--- src/rtl/imu_pkg.sv ---
`timescale 1ns / 1ps
// ----------------------------------------------------------------------------
// imu_pkg: shared types and constants
// Fixed-point constants, CORDIC angle table, controller states and the
// command bundle between controller and datapath.
// ----------------------------------------------------------------------------
package imu_pkg;

  localparam int CORDIC_ITERATIONS = 16;
  localparam int ATAN_ENTRIES      = 24;
  localparam int CORDIC_STEPS      =
    (CORDIC_ITERATIONS < ATAN_ENTRIES) ? CORDIC_ITERATIONS : ATAN_ENTRIES;

  localparam int CNT_W       = 5;
  localparam int SQRT_STEPS  = 30;   // root bits of a 60-bit radicand
  localparam int RUN_STEPS   = SQRT_STEPS;  // yaw readout and roll finish earlier
  localparam int SCALE_N     = 6;    // three rates, three accelerations

  localparam int CW    = 34;         // CORDIC x/y width
  localparam int ZW    = 24;         // CORDIC angle accumulator width
  localparam int ANG_W = 15;

  localparam int ACC_W  = 49;        // yaw accumulator
  localparam int SUM_W  = 52;        // accumulator plus one step
  localparam int PROD_W = 49;        // gyro z times elapsed time

  localparam logic signed [SUM_W-1:0] YAW_MAX = 52'sd275146342271875;
  localparam logic signed [SUM_W-1:0] YAW_MIN = -52'sd275146342400000;
  localparam logic [16:0] YAW_DIV = 17'd128125;
  localparam logic [31:0] M_YAW   = 32'd2196877867;  // floor(2^48 / 128125)

  localparam logic signed [ZW-1:0] Z_QUARTER   = 24'sd1474560;
  localparam logic signed [ZW-1:0] ANGLE_LIMIT = 24'sd11520;

  // reciprocals for round-to-nearest scaling
  localparam logic [25:0] M_GYRO  = 26'd3273604;   // 2^27 / 41
  localparam logic [25:0] M_ACCEL = 26'd42949673;  // 2^36 / 1600

  localparam logic signed [16:0] TEMP_OFFSET = 17'sd11776;

  localparam logic REG_DEADZONE = 1'b0;

  typedef enum logic [2:0] {
    ST_IDLE, ST_MUL, ST_ACC, ST_INIT, ST_RUN, ST_PINIT, ST_PITCH, ST_DONE
  } state_t;

  typedef struct packed {
    logic             load;
    logic             clr;
    logic             mul;
    logic             acc;
    logic             init;
    logic             run_step;
    logic             pinit;
    logic             pitch_step;
    logic             out_load;
    logic [CNT_W-1:0] cnt;
  } dp_cmd_t;

  typedef struct packed {
    logic signed [15:0] gyro_x_raw;
    logic signed [15:0] gyro_y_raw;
    logic signed [15:0] gyro_z_raw;
    logic signed [15:0] accel_x_raw;
    logic signed [15:0] accel_y_raw;
    logic signed [15:0] accel_z_raw;
    logic signed [15:0] temp_raw;
    logic [31:0]        elapsed_us;
  } sample_t;

  typedef struct packed {
    logic signed [15:0]      rate_x;
    logic signed [15:0]      rate_y;
    logic signed [15:0]      rate_z;
    logic signed [15:0]      accel_x_ms2;
    logic signed [15:0]      accel_y_ms2;
    logic signed [15:0]      accel_z_ms2;
    logic signed [ANG_W-1:0] roll_angle;
    logic signed [ANG_W-1:0] pitch_angle;
    logic signed [31:0]      yaw_angle;
    logic signed [16:0]      temperature;
  } result_t;

  // arctangent of 2^-i in 1/16384 degree
  function automatic logic signed [ZW-1:0] atan_at(input logic [CNT_W-1:0] i);
    logic signed [ZW-1:0] v;
    case (i)
      5'd0:    v = 24'sd737280;
      5'd1:    v = 24'sd435240;
      5'd2:    v = 24'sd229971;
      5'd3:    v = 24'sd116736;
      5'd4:    v = 24'sd58595;
      5'd5:    v = 24'sd29326;
      5'd6:    v = 24'sd14667;
      5'd7:    v = 24'sd7334;
      5'd8:    v = 24'sd3667;
      5'd9:    v = 24'sd1833;
      5'd10:   v = 24'sd917;
      5'd11:   v = 24'sd458;
      5'd12:   v = 24'sd229;
      5'd13:   v = 24'sd115;
      5'd14:   v = 24'sd57;
      5'd15:   v = 24'sd29;
      5'd16:   v = 24'sd14;
      5'd17:   v = 24'sd7;
      5'd18:   v = 24'sd4;
      5'd19:   v = 24'sd2;
      5'd20:   v = 24'sd1;
      default: v = 24'sd0;
    endcase
    return v;
  endfunction

endpackage

--- src/rtl/imu_ctrl.sv ---
`timescale 1ns / 1ps
// ----------------------------------------------------------------------------
// imu_ctrl: sequencer
// Walks each sample through yaw update, shared iteration phase, pitch
// CORDIC and the output register.
// ----------------------------------------------------------------------------
module imu_ctrl (
  input  logic             clk,
  input  logic             rst_n,
  input  logic             in_tvalid,
  input  logic             in_kind,
  output logic             in_tready,
  output logic             out_tvalid,
  input  logic             out_tready,
  output imu_pkg::dp_cmd_t cmd
);
  import imu_pkg::*;

  localparam logic [CNT_W-1:0] RUN_LAST   = CNT_W'(RUN_STEPS - 1);
  localparam logic [CNT_W-1:0] PITCH_LAST = CNT_W'(CORDIC_STEPS - 1);

  state_t           state_r, state_nxt;
  logic [CNT_W-1:0] cnt_r, cnt_nxt;
  logic             out_valid_r, out_valid_nxt;

  always_ff @(posedge clk) begin
    if (!rst_n) begin
      state_r     <= ST_IDLE;
      cnt_r       <= '0;
      out_valid_r <= 1'b0;
    end else begin
      state_r     <= state_nxt;
      cnt_r       <= cnt_nxt;
      out_valid_r <= out_valid_nxt;
    end
  end

  always_comb begin
    state_nxt     = state_r;
    cnt_nxt       = cnt_r;
    out_valid_nxt = out_valid_r & ~out_tready;
    in_tready     = 1'b0;
    cmd           = '0;
    cmd.cnt       = cnt_r;
    unique case (state_r)
      ST_IDLE: begin
        in_tready = 1'b1;
        if (in_tvalid) begin
          cmd.load = 1'b1;
          if (in_kind) cmd.clr = 1'b1;
          else state_nxt = ST_MUL;
        end
      end
      ST_MUL: begin
        cmd.mul   = 1'b1;
        state_nxt = ST_ACC;
      end
      ST_ACC: begin
        cmd.acc   = 1'b1;
        state_nxt = ST_INIT;
      end
      ST_INIT: begin
        cmd.init  = 1'b1;
        cnt_nxt   = '0;
        state_nxt = ST_RUN;
      end
      ST_RUN: begin
        cmd.run_step = 1'b1;
        cnt_nxt      = cnt_r + 1'b1;
        if (cnt_r == RUN_LAST) begin
          cnt_nxt   = '0;
          state_nxt = ST_PINIT;
        end
      end
      ST_PINIT: begin
        cmd.pinit = 1'b1;
        cnt_nxt   = '0;
        state_nxt = ST_PITCH;
      end
      ST_PITCH: begin
        cmd.pitch_step = 1'b1;
        cnt_nxt        = cnt_r + 1'b1;
        if (cnt_r == PITCH_LAST) begin
          cnt_nxt   = '0;
          state_nxt = ST_DONE;
        end
      end
      ST_DONE: begin
        if (!out_valid_r || out_tready) begin
          cmd.out_load  = 1'b1;
          out_valid_nxt = 1'b1;
          state_nxt     = ST_IDLE;
        end
      end
      default: state_nxt = ST_IDLE;
    endcase
  end

  assign out_tvalid = out_valid_r;

`ifndef SYNTHESIS
  a_load_free: assert property (@(posedge clk) disable iff (!rst_n)
    cmd.out_load |-> (!out_valid_r || out_tready))
    else $error("output overwritten while held");
  a_sample_starts: assert property (@(posedge clk) disable iff (!rst_n)
    (in_tvalid && in_tready && !in_kind) |=> (state_r == ST_MUL))
    else $error("sample request did not start processing");
  a_run_ends: assert property (@(posedge clk) disable iff (!rst_n)
    (state_r == ST_RUN && cnt_r == RUN_LAST) |=> (state_r == ST_PINIT && cnt_r == '0))
    else $error("run phase did not hand over to pitch");
  a_pitch_cnt: assert property (@(posedge clk) disable iff (!rst_n)
    (state_r == ST_PITCH) |-> (cnt_r < CNT_W'(CORDIC_STEPS)))
    else $error("pitch iteration count out of range");
`endif

endmodule

--- config.mk ---
export PLATFORM = sky130hd
export DESIGN_NAME = imu_ctrl
export DESIGN_NICKNAME = d
export VERILOG_FILES = /design/src/rtl/imu_pkg.sv /design/src/rtl/imu_ctrl.sv
export SDC_FILE = /design/constraint.sdc
export NUM_CORES = 1
export LEC_CHECK = 0
export BUFFER_PORTS_ARGS = -buffer_cell sky130_fd_sc_hd__buf_2
export CAP_MARGIN = 30
export CORE_MARGIN = 2
export CORE_UTILIZATION = 40
export CTS_CLUSTER_DIAMETER = 150
export DETAILED_ROUTE_END_ITERATION = 16
export PLACE_DENSITY = 0.65
export REMOVE_ABC_BUFFERS = 1
export SETUP_SLACK_MARGIN = 0.3
export SYNTH_ARGS = -nofsm -noshare
export SYNTH_HDL_FRONTEND = slang
export SYNTH_SLANG_ARGS = --single-unit
--- constraint.sdc ---
create_clock -name clk -period 4.45 [get_ports clk]
set_input_delay 0.6675 -clock clk [delete_from_list [all_inputs] [get_ports clk]]
set_output_delay 0.6675 -clock clk [all_outputs]
set_load 0.02 [all_outputs]
==> impl_metrics.env <==
export IMPL_status="finished clean"
export IMPL_clock_tree_root_cell="clkbuf_4"
export IMPL_required_ps=3780
export IMPL_min_from="state_r[1]$_SDFFE_PN0P_"
export IMPL_antenna_found_initial=0
export IMPL_p_total_uw=427
export IMPL_worst_slew_pin_slew_ps=405
export IMPL_max_cap_violations=0
export IMPL_crit_start="state_r[0]$_SDFFE_PN0P_"
export IMPL_htree_levels=1
export IMPL_synthTopCellsByArea="dfxtp_1, ha_1, nor2b_1, nor2_1, xnor2_1"
export IMPL_n_antenna_cell=0
export IMPL_drive_above_1_share_pct=27.3
export IMPL_maxSlewHeadroom_pct=72.7
export IMPL_dieArea_sq_mm=0.00198
export IMPL_place_congestion=0.745
export IMPL_ys_warn_count=0
export IMPL_worst_setup_path_start_kind="flop"
export IMPL_ctsHoldBuffers=0
export IMPL_cts_sinks=9
export IMPL_routed_wl_mm=1.26
export IMPL_hold_class="flop to flop"
export IMPL_chipHeight_microns=44.5
export IMPL_synth_top_area_share_pct=27.5
export IMPL_grt_overflow=0
export IMPL_crit_type="flop to primary output"
export IMPL_clkTransAtPathRegs_ps=60
export IMPL_final_common_cell="buf_2"
export IMPL_power_leakage_uw=0.000387
export IMPL_dp_cells=111
export IMPL_path_buf_inv=2
export IMPL_drv_slew=0
export IMPL_vias=571
export IMPL_vias_per_cell=4.97
export IMPL_rows=14
export IMPL_cts_tree="done"
export IMPL_nets=113
export IMPL_worst_path_max_fanout=6
export IMPL_r2r_start="cnt_r[0]$_SDFFE_PN0P_"
export IMPL_area_growth_pct=21.6
export IMPL_synth_seq_area_share_pct=27.5
export IMPL_grt_usage_pct=14.2
export IMPL_first_iter_violations=14
export IMPL_powerDensity_mw_per_mm2=535
export IMPL_ant_nets=0
export IMPL_slowest_stage="dfxtp_1"
export IMPL_end_kind="primary output"
export IMPL_utilization_pct=52.3
export IMPL_port_buffers=20
export IMPL_post_cts_buffers=0
export IMPL_cts_made_buffers=3
export IMPL_final_cell_mix="buf_2, dfxtp_1, ha_1, nor2_1, inv_1"
export IMPL_synthesis_area_sq_um=656
export IMPL_syn_avg_cell_area_sq_um=8.63
export IMPL_grt_max_degree=15
export IMPL_yosysUniqueCellTypes=29
export IMPL_period_needed_ps=2230
export IMPL_clock_skew_ps=2.34
export IMPL_setup_tns_final_ps=0
export IMPL_fin_crit_sh_pct=50.1
export IMPL_pin_count=21
export IMPL_dp_hpwl_mm=1.02
export IMPL_start_util_pct=43.0
export IMPL_avgRoutedWirePerCell_microns=10.9
export IMPL_fmax_ghz=0.449
export IMPL_hold_viol=0
export IMPL_ctsResizeCount=0
export IMPL_arrival_ps=1560
export IMPL_synth_top_area_cell="dfxtp_1"
export IMPL_fillCellCount=161
export IMPL_coreArea_sq_mm=0.00152
export IMPL_synth_seq_cells=9
export IMPL_grt_first_pass_wirelength_mm=2.08
export IMPL_irDropWorstVdd_mv=0.272
export IMPL_insertion_delay_ps=260
export IMPL_die_x_microns=44.5
export IMPL_finalSetupViolCount=0
export IMPL_drc=0
export IMPL_slowest_delay_ps=320
export IMPL_final_cells=115
export IMPL_rsz0062_at_grt="no"
export IMPL_dr_pass1_iters=5
export IMPL_syn_inst=76
export IMPL_cts_path_max_buffers=2
export IMPL_critPathTopFamily="simple AND/OR/NAND/NOR gates"
export IMPL_crit_chain="inv_1, ha_1, nor2b_1, and3_1, buf_2"
export IMPL_grt_pass1_vias=514
## per-stage QoR
step           instance area, sq um  hold slack, ps  setup WS [ps]
2_1_floorplan                   651             471           2350
3_3_place_gp                    771             487           2560
3_5_place_dp                    771             505           2510
4_1_cts                         797             514           2230
5_1_grt                         797             543           2130
6_report                        797             509           2220
## final cells by class
cell class,count,area (sq um),area share (%)
clock buffer,4,26.3,3.30
inverter,6,22.5,2.83
multi-input combinational,60,448,56.2
sequential,9,180,22.6
tap,16,20.0,2.51
timing repair buffer,20,100,12.6
## cells in the mapped netlist, drive strengths merged
master and number:
nand3 3, a211oi 1, a31o 1, a41oi 1, ha 8, nor2 8
clkbuf 1, a21oi 3, nand4 1, o211a 1, o21ai 1, nor3 1
nand2 5, nor4b 1, dfxtp 9, a221oi 1, nor3b 2, mux2i 1
nand2b 4, o211ai 1, and3 1, o21bai 1, nor2b 5, nand3b 1
o21a 1, inv 6, and2 4, xnor2 3
## report_power, final
part	leakage, uW	switching, uW	total, uW	internal [uW]
Combinational	0.000298	140	232	92.5
Clock	0.0000150	29.9	64.4	34.6
Sequential	0.0000736	28.6	130	102
Total	0.000387	198	427	229
## logic make-up (layout without fill, tap and decap cells)
logic type	Yosys count	after routing	share of synthesized area [%]
buf+inv	7	30	4.20
fa+ha+maj	8	8	15.3
mux	1	1	1.53
xor+xnor	3	3	4.01
simple gates	36	36	32.3
compound gates	12	12	15.3
flops	9	9	27.5
## path summary, 6_finish.rpt
path                                                 to  slack, ps  cells after the start
worst min register to register  state_r[1]$_SDFFE_PN0P_        510                      2
worst min-delay path            state_r[1]$_SDFFE_PN0P_        510                      2
worst max register to register  state_r[0]$_SDFFE_PN0P_       2680                      7
worst max-delay path                            cmd[12]       2220                      5
## per-layer routing
layer	GRT usage [%]	wire (microns)	vias to the layer above
li1	-	-	306
met1	18.7	632	241
met2	21.7	505	22
met3	2.86	99	2
met4	7.27	20	0
met5	0	0	-
## worst register-to-register path, stage by stage (launching register included)
cell and delay (ps):
dfxtp_1 360, ha_1 220, nand3_1 110, inv_1 50
ha_1 170, nand2b_1 160, a41oi_1 410, a221oi_1 160
## state kept, by name, indices dropped and copies added (netlist names)
signal and flops:
cnt_r 5, out_tvalid 1, state_r 3
(Power assumes the default switching activity.)
